File: src/lcf_pkg.sv
package lcf_pkg;

    localparam int MAX_TAPS   = 7;
    localparam int SMP_W      = 16;
    localparam int COEF_W     = 16;
    localparam int PROD_W     = SMP_W + COEF_W;
    localparam int SUM_W      = 34;
    localparam int TAP_CNT_W  = $clog2(MAX_TAPS + 1);
    localparam int NUM_REGS   = MAX_TAPS + 1;
    localparam int CFG_IDX_W  = $clog2(NUM_REGS);
    localparam int CFG_DATA_W = (COEF_W > TAP_CNT_W) ? COEF_W : TAP_CNT_W;

    // adder tree is padded up to a power of two, at least one level
    localparam int TREE_LVL   = (MAX_TAPS > 1) ? $clog2(MAX_TAPS) : 1;
    localparam int TREE_N     = 1 << TREE_LVL;

    // register map
    localparam int REG_TAP_COUNT = 0;
    localparam int REG_COEF_0    = 1;

    typedef logic signed [SMP_W-1:0]    t_smp;
    typedef logic signed [COEF_W-1:0]   t_coef;
    typedef logic signed [PROD_W-1:0]   t_prod;
    typedef logic signed [SUM_W-1:0]    t_sum;
    typedef logic        [TAP_CNT_W-1:0] t_tap_cnt;

    // beat travelling down the pipeline
    typedef struct packed {
        logic vld;
        logic fin;
    } t_beat;

    // control broadcast to every cell
    typedef struct packed {
        logic adv;
        logic shift;
        logic clr;
    } t_cell_ctl;

endpackage

File: src/lcf_cell.sv
module lcf_cell (
    input  logic               i_clk,
    input  logic               i_rst_n,
    input  lcf_pkg::t_cell_ctl i_ctl,
    input  lcf_pkg::t_smp      i_x,
    input  lcf_pkg::t_coef     i_coef,
    input  logic               i_use,
    output lcf_pkg::t_smp      o_smp,
    output lcf_pkg::t_prod     o_prod
);
    import lcf_pkg::*;

    t_smp  r_smp;
    t_prod r_prod;

    // delay line tap: takes the neighbour's sample on every issued beat, zero on a final beat
    always_ff @(posedge i_clk) begin
        if (!i_rst_n) begin
            r_smp <= '0;
        end else if (i_ctl.shift) begin
            r_smp <= i_ctl.clr ? t_smp'(0) : i_x;
        end
    end

    always_ff @(posedge i_clk) begin
        if (i_ctl.adv) begin
            r_prod <= i_use ? t_prod'(i_x * i_coef) : t_prod'(0);
        end
    end

    assign o_smp  = r_smp;
    assign o_prod = r_prod;

endmodule

File: config.mk
export PLATFORM = sky130hd
export DESIGN_NAME = lcf_cell
export DESIGN_NICKNAME = d
export VERILOG_FILES = /design/src/lcf_pkg.sv /design/src/lcf_cell.sv
export SDC_FILE = /design/constraint.sdc
export NUM_CORES = 1
export LEC_CHECK = 0
export ABC_AREA = 1
export BUFFER_PORTS_ARGS = -buffer_cell sky130_fd_sc_hd__buf_4
export CORE_ASPECT_RATIO = 1.4
export CORE_UTILIZATION = 25
export DETAILED_ROUTE_END_ITERATION = 8
export GPL_TIMING_DRIVEN = 0
export PLACE_DENSITY_LB_ADDON = 0.12
export REMOVE_ABC_BUFFERS = 1
export SYNTH_ARGS = -nofsm -noshare
export SYNTH_HDL_FRONTEND = slang
export SYNTH_SLANG_ARGS = --single-unit
File: constraint.sdc
create_clock -name i_clk -period 8.6 [get_ports i_clk]
set_input_delay 1.72 -clock i_clk [delete_from_list [all_inputs] [get_ports i_clk]]
set_output_delay 1.72 -clock i_clk [all_outputs]
set_load 0.005 [all_outputs]
==> flow_metrics.env <==
export IMPL_crit_path_start="i_x[15]"
export IMPL_syn2layout_area_growth_pct=10.87
export IMPL_max_stage_delay_ps=860
export IMPL_grt_usage_pct=15.12
export IMPL_cp_arrival_ps=7220
export IMPL_routedWlPerCell_um=15.50
export IMPL_critical_path_class="in -> reg"
export IMPL_avgSynthCellArea_um2=7.716
export IMPL_viasPerCell=4.139
export IMPL_cts_tree="yes"
export IMPL_cpMaxStageDelayCell="fa_1"
export IMPL_routabilityCongestion=0.7906
export IMPL_cp_common_cell="fa_1"
export IMPL_r2r_setup_slack_ps=7910
export IMPL_portBuffers=85
export IMPL_die_x_um=190.7
export IMPL_slew_viol_final=0
export IMPL_htree_levels=2
export IMPL_outcome="finished clean"
export IMPL_r2r_end="o_smp[1]"
export IMPL_vias=9416
export IMPL_ios=86
export IMPL_drive_above_1_share_pct=6.838
export IMPL_cp_start_kind="primary input"
export IMPL_diodes=0
export IMPL_endpoint="o_prod[29]"
export IMPL_core_um2=49130
export IMPL_netlist_area_um2=12460
export IMPL_timing_hold_violations_final=0
export IMPL_end_kind="register"
export IMPL_finalNetCount=2019
export IMPL_routed_wl_um=35270
export IMPL_hold_buffers=0
export IMPL_critical_path_depth=20
export IMPL_rows=96
export IMPL_tightest_slew_ps=745.1
export IMPL_cts_setup_buffers=0
export IMPL_fill_cells=5310
export IMPL_place_hpwl_um=29730
export IMPL_tns_ps=0
export IMPL_synthCells=1615
export IMPL_path_max_fanout=17
export IMPL_period_share_pct=83.05
export IMPL_synthDistinctLibCells=33
export IMPL_fin_skew_ps=0
export IMPL_r2r_cells=2
export IMPL_cts_root_buffer="clkbuf_16"
export IMPL_ant_nets=0
export IMPL_grt_first_pass_wirelength_um=58950
export IMPL_hold_start="o_smp[12]"
export IMPL_cap_violations=0
export IMPL_clockBufferDepth=2
export IMPL_yosysWarnings=0
export IMPL_crit_chain="buf_4, nand2_1, inv_1, fa_1, fa_1, inv_1, fa_1, fa_1, fa_1, fa_1, inv_1, ha_1, nand2_1, nor2_1, nand2_1, nor3_1, nand2_1, nand3_1, and2_1, nor2_1"
export IMPL_yosysSeqAreaShare_pct=10.28
export IMPL_slew_headroom_pct=50.27
export IMPL_grt_max_degree=33
export IMPL_rr_startpoint="o_smp[1]"
export IMPL_start_util_pct=25.36
export IMPL_dr_pass1_iters=4
export IMPL_die_area_um2=50750
export IMPL_setup_violations=0
export IMPL_rsz0062_at_grt="no"
export IMPL_ctsResizeCount=0
export IMPL_fp_dieH_um=266.2
export IMPL_worst_path_buf_inv=4
export IMPL_cts_made_buffers=5
export IMPL_hp_class="reg -> reg"
export IMPL_period_minus_slack_ps=7142
export IMPL_grt_pass1_vias=10720
export IMPL_cts_sinks=48
export IMPL_gr_total_overflow=0
export IMPL_first_iter_violations=330
export IMPL_fin_ws_ps=1458
export IMPL_cp_required_ps=8680
export IMPL_drc=0
export IMPL_fmax_mhz=140.0
export IMPL_dp_slack_ps=1107
export IMPL_cts_clk_slew_worst_paths_ps=80
export IMPL_path_delay_family="adder cells"
export IMPL_ys_seq_elements=48
export IMPL_antenna_found_initial=0
export IMPL_insertion_delay_ps=300
==> kinds of logic after synthesis <==
group                      after synthesis  share of synthesized area [%]
buffers and inverters                  550                          16.66
DFF                                     48                          10.28
adders and majority gates              344                          50.33
AOI/OAI and AO/OA                       96                          4.237
xor gates and xnor gates                 5                         0.3515
and+or+nand+nor                        572                          18.14
==> cell type report <==
cell class              count  area (um2)  share of cell area [%]
multi-input cells        1017        9104                   65.89
inverters                 480        1802                   13.04
flip-flops and latches     48        1281                   9.274
well taps                 637       797.0                   5.769
repair buffers             85       638.1                   4.619
clock buffers               5       125.1                  0.9056
clock inverters             3       68.82                  0.4981
==> synth_stat cells <==
master,instances,area share [%]
o21a_1,5,0.30
nor3_2,1,0.080
buf_6,1,0.090
xnor2_1,3,0.21
nand3_1,23,0.92
edfxtp_1,32,7.7
a21oi_2,4,0.28
nor2_1,85,2.6
nand4_1,6,0.30
dfxtp_1,16,2.6
a21o_1,1,0.060
nand3b_1,2,0.12
inv_2,1,0.030
and2_1,3,0.15
clkbuf_1,67,2.0
o21bai_1,7,0.42
or2_2,3,0.15
a21oi_1,50,2.0
buf_4,1,0.060
inv_1,479,14
o21ai_1,1,0.040
nand2_1,434,13
or2_1,1,0.050
ha_1,82,8.2
nand2_2,3,0.15
nor2_2,5,0.25
nor3_1,3,0.12
xor2_1,2,0.14
fa_1,262,42
or2_0,1,0.050
o21ai_0,28,1.1
buf_1,1,0.030
nand3_2,2,0.16
==> per-layer routing <==
metal  up-vias  wire, um  track usage, %  part of all wire, %
met5         -         0               0                    0
met4         0       472           2.551                  1.3
met3        24       504          0.9484                  1.4
met2        95     19800           29.82                   56
met1      4695     14490           17.74                   41
li1       4602         -               -                    -
==> cell usage in the layout, fill, tap and decap left out, drive strengths merged, types with 4 or more instances in the layout <==
cell type	count
or2	5
dfxtp	16
o21ai	29
nand2	437
a21oi	54
nor2	90
o21bai	7
o21a	5
ha	82
inv	481
edfxtp	32
clkbuf	5
nand3	25
fa	262
nand4	6
buf	85
nor3	4
==> worst min-delay path by stage <==
| stage | cells past startpoint | to | slack [ps] |
|---|---|---|---|
| 6_report | 2 | o_smp[12] | 530 |
| 5_1_grt | 2 | o_smp[14] | 560 |
| 4_1_cts | 2 | o_smp[4] | 540 |
| 3_5_place_dp | 2 | o_smp[12] | 520 |
| 3_3_place_gp | 2 | o_smp[11] | 510 |
| 2_1_floorplan | 2 | o_smp[0] | 510 |
==> state kept, by name (all words and copies together) (netlist names) <==
register,count
o_smp,16
o_prod,32
==> metrics by stage <==
stage	area, um2	util, %	hold WS [ps]	std cells
floorplan	12190	-	514.0	1545
global placement	13620	27.73	507.0	2267
detailed placement	13620	27.73	515.0	2267
CTS	13820	28.12	537.3	2275
global route	13820	28.12	560.1	2275
finish	13820	28.12	528.0	2275
==> worst reg2reg max path: stages, from the launching register on <==
cell     delay, ps
dfxtp_1        390
o21ai_0         90
a21oi_1        130
Power is left out: the tool's default activity adds up to more than one toggle a clock period on the data nets, which glitch-free logic cannot reach.
