`config.mk`:
```
export PLATFORM = sky130hd
export DESIGN_NAME = lcf_adder_tree
export DESIGN_NICKNAME = d
export VERILOG_FILES = /design/src/lcf_pkg.sv /design/src/lcf_adder_tree.sv
export SDC_FILE = /design/constraint.sdc
export NUM_CORES = 1
export LEC_CHECK = 0
export BUFFER_PORTS_ARGS = -buffer_cell sky130_fd_sc_hd__buf_4
export CORE_MARGIN = 2
export CORE_UTILIZATION = 40
export DETAILED_ROUTE_END_ITERATION = 6
export MAX_ROUTING_LAYER = met4
export PLACE_DENSITY_LB_ADDON = 0.15
export SETUP_SLACK_MARGIN = 0.02
export SYNTH_ARGS = -nofsm -noshare
export SYNTH_HDL_FRONTEND = slang
export SYNTH_SLANG_ARGS = --single-unit
```
`constraint.sdc`:
```
create_clock -name i_clk -period 3.2 [get_ports i_clk]
set_clock_uncertainty 0.15 [all_clocks]
set_input_delay 0.8 -clock i_clk [delete_from_list [all_inputs] [get_ports i_clk]]
set_output_delay 0.8 -clock i_clk [all_outputs]
set_load 0.03 [all_outputs]
```
`src/lcf_pkg.sv`:
```
package lcf_pkg;

    localparam int MAX_TAPS   = 7;
    localparam int SMP_W      = 16;
    localparam int COEF_W     = 16;
    localparam int PROD_W     = SMP_W + COEF_W;
    localparam int SUM_W      = 34;
    localparam int TAP_CNT_W  = $clog2(MAX_TAPS + 1);
    localparam int NUM_REGS   = MAX_TAPS + 1;
    localparam int CFG_IDX_W  = $clog2(NUM_REGS);
    localparam int CFG_DATA_W = (COEF_W > TAP_CNT_W) ? COEF_W : TAP_CNT_W;

    // adder tree is padded up to a power of two, at least one level
    localparam int TREE_LVL   = (MAX_TAPS > 1) ? $clog2(MAX_TAPS) : 1;
    localparam int TREE_N     = 1 << TREE_LVL;

    // register map
    localparam int REG_TAP_COUNT = 0;
    localparam int REG_COEF_0    = 1;

    typedef logic signed [SMP_W-1:0]    t_smp;
    typedef logic signed [COEF_W-1:0]   t_coef;
    typedef logic signed [PROD_W-1:0]   t_prod;
    typedef logic signed [SUM_W-1:0]    t_sum;
    typedef logic        [TAP_CNT_W-1:0] t_tap_cnt;

    // beat travelling down the pipeline
    typedef struct packed {
        logic vld;
        logic fin;
    } t_beat;

    // control broadcast to every cell
    typedef struct packed {
        logic adv;
        logic shift;
        logic clr;
    } t_cell_ctl;

endpackage

```
`src/lcf_adder_tree.sv`:
```
module lcf_adder_tree (
    input  logic            i_clk,
    input  logic            i_rst_n,
    input  logic            i_adv,
    input  lcf_pkg::t_beat  i_ctl,
    input  lcf_pkg::t_prod  i_prod [lcf_pkg::MAX_TAPS],
    output lcf_pkg::t_beat  o_ctl,
    output lcf_pkg::t_sum   o_sum
);
    import lcf_pkg::*;

    // heap order: node k has children 2k+1 and 2k+2, leaves from TREE_N-1 on
    t_sum  w_node [2*TREE_N-1];
    t_sum  r_node [TREE_N-1];
    t_beat r_ctl  [TREE_LVL];

    genvar g;
    generate
        for (g = 0; g < TREE_N; g++) begin : g_leaf
            if (g < MAX_TAPS) begin : g_prod
                assign w_node[TREE_N-1+g] = t_sum'(i_prod[g]);
            end else begin : g_pad
                assign w_node[TREE_N-1+g] = '0;
            end
        end
        for (g = 0; g < TREE_N-1; g++) begin : g_inner
            assign w_node[g] = r_node[g];
        end
    endgenerate

    always_ff @(posedge i_clk) begin
        if (i_adv) begin
            for (int k = 0; k < TREE_N-1; k++) begin
                r_node[k] <= w_node[2*k+1] + w_node[2*k+2];
            end
        end
    end

    always_ff @(posedge i_clk) begin
        if (!i_rst_n) begin
            for (int k = 0; k < TREE_LVL; k++) begin
                r_ctl[k] <= '0;
            end
        end else if (i_adv) begin
            r_ctl[0] <= i_ctl;
            for (int k = 1; k < TREE_LVL; k++) begin
                r_ctl[k] <= r_ctl[k-1];
            end
        end
    end

    assign o_ctl = r_ctl[TREE_LVL-1];
    assign o_sum = r_node[0];

endmodule
```
==> results.ini, run 1 <==
[pwr]
sw_frac_of_total=0.3765
pwr_density_cell_nw_per_um2=713.4
p_comb_frac=0.473
clkPwrFrac=0.208
ir_worst_vdd_v=0.0003819
power.leakage_nw=9.569
p_sw_mw=5.871
seqPwrFrac=0.320
internal_power_mw=9.723

[clock_tree]
clock_latency_ns=0.57
cts_root_buf=clkbuf_16
clock-sinks=239
htreeDepth=1
cts_tree=built
cts_buffers=28
clock_path_buffers=3
path_clk_slew_ns=0.06

[routing]
drtPass1Iterations=5
drt-initial-drc-count=774
drc=0
ant_nets=0
wl_per_cell_um=17.13
vias_per_cell=5.262
vias=13859
drt_wl_total_um=45120

[critical_path]
crit_family=compound AO/OA/AOI/OAI gates
crit_arrival_ns=3.20
critPathMaxStageDelay_ns=0.41
worst_ep_required_time_ns=3.34
r2r_start=r_node[5][0]
path_cells=buf_4 -> ha_1 -> fa_1 -> a21oi_1 -> o21ai_0 -> a31o_2 -> nand4_1 -> and2_1 -> o31a_1 -> o31ai_1 -> xor2_1
reg2reg_to=r_node[2][20]
r2r_setup_slack_ns=0.19
crit_slowest_cell=fa_1
cp-end-kind=register
path_class=in -> reg
start_kind=input pin
reg2regPathDepth=12
crit_fanout=3
cp.buffers_inverters=1

[layout]
layout-drive-gt1-share=0.2352
final_common_cell=buf_4
diodes=0
area_growth_syn_to_layout_pct=26.45
mostFrequentLayoutCells=buf_4, edfxtp_1, ha_1
layout.nets=2457
fin_cells=2634

[synth]
ys.flop_type=edfxtp_1
synth-async-reset-ratio=0
netlist_area_um2=17290
avgSynthCellArea_um2=10.50
syn_nets=2077
seq_area_frac_synth=0.4152
synth_cells=1647
synth_seq_cells=239
synth_edf_count=239
synth_warnings=0
yosysUniqueCellTypes=81

[placement]
gp_congestion=0.9034
dp_hpwl_um=36430
numPortBuffers=264
dp.cells=2581

[hold_path]
holdCritStartpoint=i_prod[0]
hold_depth=1
hold_path_class=in -> reg
hold_end=r_node[6][0]

[grt]
grt_usage=0.2051
grt_max_degree=68
grt_pass1_vias=14040
grt_pass1_wl_um=71120
antenna_found_initial=0
grt-ovfl-total=0

[die]
die_y_um=211.9
start_util=0.4031
rows=76
die_area_um2=44890
die_w_um=211.9
io_pins=265
coreArea_um2=42890

[timing]
finalCritPeriodShare=0.9545
finalMaxSlewViolations=0
worst_pin_slew_ns=0.5989
fin_crit_ns=3.054
slew_headroom=0.5977
tns_ns=0
setup_viol=0
finalHoldViolCount=0
fmax_mhz=327.4

[outcome]
status=complete, no violations

[flow_run]
cap_violations=0

-- final cells by class --
cell class                      instances  area (µm²)
Sequential cell                       239        7177
Clock inverter                         20       220.2
Multi-Input combinational cell       1322        9862
Tap cell                              585       732.0
Inverter                               48       180.2
Fill cell                            3922       21030
Clock buffer                           32       715.7
Timing Repair Buffer                  388        2970
-- worst max path at each step --
stage	from	to	slack (ns)	depth (start not counted)
floorplan	i_prod[96]	r_node[4][28]	0.02	10
global route	r_node[2][0]	r_node[0][30]	-0.01	11
detailed placement	i_prod[32]	r_node[5][24]	-0.46	11
CTS	r_node[6][0]	r_node[2][32]	0.05	12
finish	i_prod[32]	r_node[5][26]	0.15	11
global placement	i_prod[32]	r_node[5][24]	-0.38	11
-- registers in the layout, indices dropped and copies added (netlist names) --
| signal | cells |
|---|---|
| r_node | 233 |
| r_ctl | 6 |
-- through the flow --
step / worst slack, ns / utilization / power, mW / hold slack [ns] / area [µm²]
global route: -0.01108 / 0.5097 / 16.60 / 0.2306 / 21860
floorplan: 0.01949 / - / 9.770 / 0.3628 / 17300
finish: 0.1456 / 0.5097 / 15.59 / 0.2576 / 21860
CTS: 0.04750 / 0.5082 / 15.60 / 0.2284 / 21790
detailed placement: -0.4580 / 0.4860 / 12.26 / 0.3859 / 20840
global placement: -0.3771 / 0.4860 / 12.22 / 0.3866 / 20840
-- worst reg2reg max path, stage by stage (launching register included) --
cell,delay [ns]
edfxtp_1,0.37
ha_1,0.22
inv_1,0.07
fa_1,0.21
nor2b_1,0.06
o21ai_0,0.24
a21oi_1,0.16
o21ai_1,0.30
o21ai_2,0.11
buf_4,0.14
a31o_2,0.26
o311ai_1,0.43
buf_4,0.19
-- power groups by stage --
stage	Sequential [mW]	Clock, mW	Combinational (mW)
after floorplan	5.32	0	4.45
after global placement	5.04	0	7.17
after detailed placement	5.05	0	7.21
after CTS	4.99	3.33	7.27
after global routing	5.06	3.45	8.09
final	4.99	3.24	7.37
-- synthesized netlist by cell type, drive strengths merged (23+ instances only) --
library cell / n / area, µm²
a21o: 113 / 848.3
xor2: 80 / 700.7
ha: 195 / 2440
nand3: 28 / 140.1
o21bai: 29 / 217.7
edfxtp: 239 / 7177
a31oi: 28 / 211.5
nand2: 122 / 465.5
nor2: 76 / 285.3
and3: 23 / 143.9
clkbuf: 35 / 132.6
xnor2: 98 / 858.3
o21ai: 90 / 454.2
inv: 48 / 180.2
nand4: 27 / 168.9
a21oi: 191 / 967.2
-- cell families (layout without fill, tap and decap cells) --
| group | count (synthesis) | after routing | share of synthesized area |
|---|---|---|---|
| AOI/OAI and AO/OA | 571 | 571 | 0.2219 |
| xor gates and xnor gates | 178 | 178 | 0.09019 |
| adders and majority gates | 201 | 201 | 0.1481 |
| buffers and inverters | 86 | 488 | 0.01925 |
| DFF | 239 | 239 | 0.4152 |
| muxes | 5 | 5 | 0.002896 |
| and+or+nand+nor | 367 | 367 | 0.1025 |
-- routing by layer --
layer | vias up | share of wire | global-route usage
li1 | 7023 | - | -
met1 | 6464 | 0.48 | 0.2787
met2 | 309 | 0.46 | 0.3326
met3 | 63 | 0.041 | 0.01869
met4 | 0 | 0.019 | 0.04832
met5 | - | 0 | -
-- timing repair --
| action | CTS | global route |
|---|---|---|
| setup buffers | 0 | 1 |
| resized for setup | 4 | 11 |
| setup endpoints to repair | 4 | 16 |
| hold buffers | 0 | 0 |
| pin swaps | 0 | 4 |
No activity file was read; power rests on OpenSTA's default activity.
==> inputs of run 2 (changes only) <==
--- a/config.mk
+++ b/config.mk
@@ -7,5 +7,7 @@
 export LEC_CHECK = 0
-export BUFFER_PORTS_ARGS = -buffer_cell sky130_fd_sc_hd__buf_4
+export BUFFER_PORTS_ARGS = -buffer_cell sky130_fd_sc_hd__buf_2
+export CELL_PAD_IN_SITES_DETAIL_PLACEMENT = 0
+export CELL_PAD_IN_SITES_GLOBAL_PLACEMENT = 2
 export CORE_MARGIN = 2
-export CORE_UTILIZATION = 40
+export CORE_UTILIZATION = 34
 export DETAILED_ROUTE_END_ITERATION = 6
--- a/constraint.sdc
+++ b/constraint.sdc
@@ -4,2 +4,2 @@
 set_output_delay 0.8 -clock i_clk [all_outputs]
-set_load 0.03 [all_outputs]
+set_load 0.02 [all_outputs]
==> results.ini, run 2 (synthesized netlist as in run 1, its figures left out) <==
[timing]
fin_crit_ns=3.033
finalMaxSlewViolations=0
finalHoldViolCount=0
worst_pin_slew_ns=0.5588
fmax_mhz=329.7
layout_setup_ws_ns=0.1673
slew_headroom=0.6240
setup_viol=0
rsz0062_at_grt=yes
finalCritPeriodShare=0.9477

[layout]
largest-register=r_node
final_common_cell=buf_2
stdcell_area_um2=21580
mostFrequentLayoutCells=buf_2, edfxtp_1, ha_1
largest_register_ffs=233
top_regs=r_node x233, r_ctl x6
area_growth_syn_to_layout_pct=24.86
layout-drive-gt1-share=0.2505
layout.nets=2489

[routing]
wl_per_cell_um=17.02
wl_met3_um=1629
drc=0
vias_per_cell=5.010
drt_wl_total_um=46890
vias=13807
drtPass1Iterations=7
drt-initial-drc-count=577
wl_met2_um=22740
ant_nets=0
maxUsedRoutingLayer=met4
drt-met1-wl_um=21640

[clock_tree]
cts_tree=built
clock_path_buffers=3
clock_latency_ns=0.55
clock-sinks=239
cts_buffers=28
path_clk_slew_ns=0.06
cts_root_buf=clkbuf_16
htreeDepth=1

[placement]
numPortBuffers=264
dp_hpwl_um=38780
place_area_um2=20500
gp_congestion=0.8392
place_ws_ns=-0.4555

[outcome]
status=complete, no violations

[hold_path]
hold_depth=1
hold_path_class=in -> reg

[flow_run]
cap_violations=0

[critical_path]
crit_fanout=5
path_class=reg -> reg
start_kind=register
reg2regPathDepth=9
cp-end-kind=register
critPathMaxStageDelay_ns=0.48
path_cells=ha_1 -> a21o_1 -> a21oi_1 -> a21boi_2 -> a31oi_2 -> o31a_1 -> o21ai_1 -> a311oi_1 -> xnor2_1
worst_ep_required_time_ns=3.35
crit_slowest_cell=edfxtp_1
crit_arrival_ns=3.18

[die]
start_util=0.3445
coreArea_um2=50170
die_y_um=229.5
io_pins=265
rows=82
die_area_um2=52660
die_w_um=229.5

[grt]
grt_max_degree=63
grt_usage=0.1817
grt_pass1_wl_um=74660
antenna_found_initial=4
grt-ovfl-total=0
grt_pass1_vias=14290

[pwr]
ir_worst_vdd_v=0.0003745
pwr_density_cell_nw_per_um2=705.6
power.leakage_nw=9.488

## run 2: changes by cell type in the layout (fill, tap and decap cells not counted), sizes merged
cell,before,now
buf,388,420
clkbuf,32,31
clkinv,15,12
clkinvlp,1,3
diode,0,4
inv,48,49
## run 2: what timing repair did
item,in CTS,in global routing
setup endpoints to repair,6,20
resized for setup,8,16
pin swaps,5,6
setup buffers,1,1
hold buffers,0,0
## run 2: critical path: cells and delay by family, from the launching register on
family,cells,cell delay (ns)
xor gates and xnor gates,1,0.11
AOI/OAI and AO/OA,7,1.64
DFF,1,0.48
adders and majority gates,1,0.40
## run 2: area by class of cell
class                      count  area [µm²]
timing repair buffer         420        2527
clock buffer                  31       733.2
antenna                        4       10.01
multi-input combinational   1322        9907
sequential                   239        7177
inverter                      48       180.2
fill                        4876       28590
tap                          672       840.8
clock inverter                20       207.7
## run 2: metal layers
layer	GRT usage	vias up
li1	-	7103
met1	0.2275	6425
met3	0.02154	46
met4	0.04464	0
met5	-	-
met2	0.3117	233
## run 2: path summary, 6_finish.rpt
check	end	start	slack, ns
worst max register to register	r_node[0][31]	r_node[1][3]	0.17
worst min register to register	r_node[1][0]	r_node[4][0]	0.40
worst max-delay path	r_node[0][31]	r_node[1][3]	0.17
worst min-delay path	r_node[6][30]	i_prod[30]	0.27
## run 2: where the power goes
group / internal, mW / switching (mW)
clock network: 1.97 / 1.29
registers: 4.63 / 0.307
logic: 3.02 / 4.01
total: 9.62 / 5.61
## run 2: metrics by stage
stage | power (mW) | hold WS (ns) | std cells | util | setup TNS, ns
after floorplan | 9.602 | 0.3628 | 1647 | - | 0
after global placement | 11.90 | 0.3819 | 2699 | 0.4086 | -8.933
after detailed placement | 11.93 | 0.3833 | 2699 | 0.4086 | -9.251
after CTS | 15.31 | 0.2390 | 2751 | 0.4281 | 0
after global routing | 16.35 | 0.2456 | 2756 | 0.4302 | -0.0008427
final | 15.23 | 0.2741 | 2756 | 0.4302 | 0
==> inputs of run 3 (changes only) <==
Settings changed: CELL_PAD_IN_SITES_DETAIL_PLACEMENT 0 to unset, CELL_PAD_IN_SITES_GLOBAL_PLACEMENT 2 to unset, CORE_UTILIZATION 34 to 40, PLACE_DENSITY_LB_ADDON 0.15 to unset.
==> results.ini, run 3 (synthesized netlist as in run 1, its figures left out) <==
[outcome]
status=complete, no violations

[timing]
finalMaxSlewViolations=0
worst_pin_slew_ns=0.5791
finalCritPeriodShare=0.9493
rsz0062_at_grt=no
fin_crit_ns=3.038
slew_headroom=0.6140
tns_ns=0
setup_viol=0
fmax_mhz=329.2
finalHoldViolCount=0

[clock_tree]
clock_path_buffers=3
path_clk_slew_ns=0.06
cts_root_buf=clkbuf_16
htreeDepth=1
clock-sinks=239
cts_buffers=28
cts_hold_buf=0
cts_tree=built
clock_latency_ns=0.57

[critical_path]
start_kind=register
r2r_start=r_node[2][0]
reg2reg_to=r_node[0][28]
worst_ep_required_time_ns=3.34
crit_fanout=3
reg2regPathDepth=12
cp-end-kind=register
crit_arrival_ns=3.18
path_class=reg -> reg
r2r_setup_slack_ns=0.16

[layout]
largest_register_ffs=233
largest-register=r_node
layout-drive-gt1-share=0.2343
fin_util=0.4949
layout.nets=2461
stdcell_area_um2=21230
seqCellArea_um2=7177
area_growth_syn_to_layout_pct=22.79
nFillCells=3929
mostFrequentLayoutCells=buf_2, edfxtp_1, ha_1
fin_cells=2638
diodes=0
multi_input_area_um2=9853
top_regs=r_node x233, r_ctl x6
final_common_cell=buf_2

[pwr]
power.leakage_nw=9.349
pwr_density_cell_nw_per_um2=705.3
ir_worst_vdd_v=0.0003656

[placement]
place_area_um2=20200
numPortBuffers=264
dp.cells=2585
gp_congestion=0.9096
dp_hpwl_um=36300

[flow_run]
cap_violations=0

[grt]
met3_usage=0.01988
grt_pass1_vias=13896
grt_max_degree=68
gr-usage-met1=0.2555
antenna_found_initial=0
grt_usage=0.2011
grt_busiest_layer=met2
use_met2=0.3380
grt-ovfl-total=0
grt_pass1_wl_um=69690

[die]
die_w_um=211.9
die_y_um=211.9
coreArea_um2=42890
die_area_um2=44890
io_pins=265
rows=76
start_util=0.4031

[routing]
ant_nets=0
drtPass1Iterations=5
drt-initial-drc-count=691
drt_wl_total_um=44280
drc=0
vias=13963
vias_per_cell=5.293
wl_per_cell_um=16.78

[hold_path]
hold_end=r_node[6][15]
hold_depth=1
holdCritStartpoint=i_prod[15]
hold_path_class=in -> reg

[run 3: worst max-delay path, cell delays in order (launching register included)]
cell and delay, ns:
edfxtp_1 0.33, ha_1 0.18, inv_1 0.06, fa_1 0.41, nor2b_2 0.19, o2111ai_2 0.16, nand3_1 0.18, a21oi_1 0.14
buf_4 0.17, nor3_1 0.21, a41o_1 0.31, a21boi_0 0.14, xnor2_1 0.14
[run 3: per-layer routing]
metal	up-vias	wire length, µm
met3	80	1890
li1	7045	-
met4	0	1247
met5	-	0
met2	355	21000
met1	6483	20140
[run 3: metrics by stage]
| stage | worst slack (ns) | total power [mW] | hold WS [ns] |
|---|---|---|---|
| 5_1_grt | 0.02462 | 16.02 | 0.2368 |
| 6_report | 0.1622 | 14.97 | 0.2550 |
| 2_1_floorplan | 0.01949 | 9.602 | 0.3628 |
| 3_5_place_dp | -0.3698 | 11.63 | 0.3896 |
| 3_3_place_gp | -0.3084 | 11.55 | 0.3790 |
| 4_1_cts | 0.05041 | 14.97 | 0.2266 |
[run 3: worst max path at each step]
| stage | end | startpoint | cells after the start |
|---|---|---|---|
| global route | r_node[0][28] | r_node[2][0] | 12 |
| CTS | r_node[0][30] | r_node[2][0] | 11 |
| floorplan | r_node[4][28] | i_prod[96] | 10 |
| finish | r_node[0][28] | r_node[2][0] | 12 |
| global placement | r_node[3][28] | i_prod[160] | 11 |
| detailed placement | r_node[5][24] | i_prod[32] | 11 |
[run 3: timing repair]
action | CTS | global route
pin swaps | 0 | 5
endpoints found under the setup margin | 1 | 19
endpoints found under the hold margin | 0 | 0
gates cloned | 0 | 0
setup buffers | 0 | 1
gates resized for setup | 1 | 12
[run 3: final cells by class]
type	count	area share
Multi-Input combinational cell	1322	0.4642
Sequential cell	239	0.3381
Timing Repair Buffer	392	0.1098
Tap cell	585	0.03448
Clock buffer	29	0.03319
Clock inverter	23	0.01173
Inverter	48	0.008489
[run 3: power by group]
part,internal [mW],switching (mW),total (mW)
Clock,2.00,1.28,3.27
Combinational,2.91,3.80,6.70
Sequential,4.64,0.356,4.99
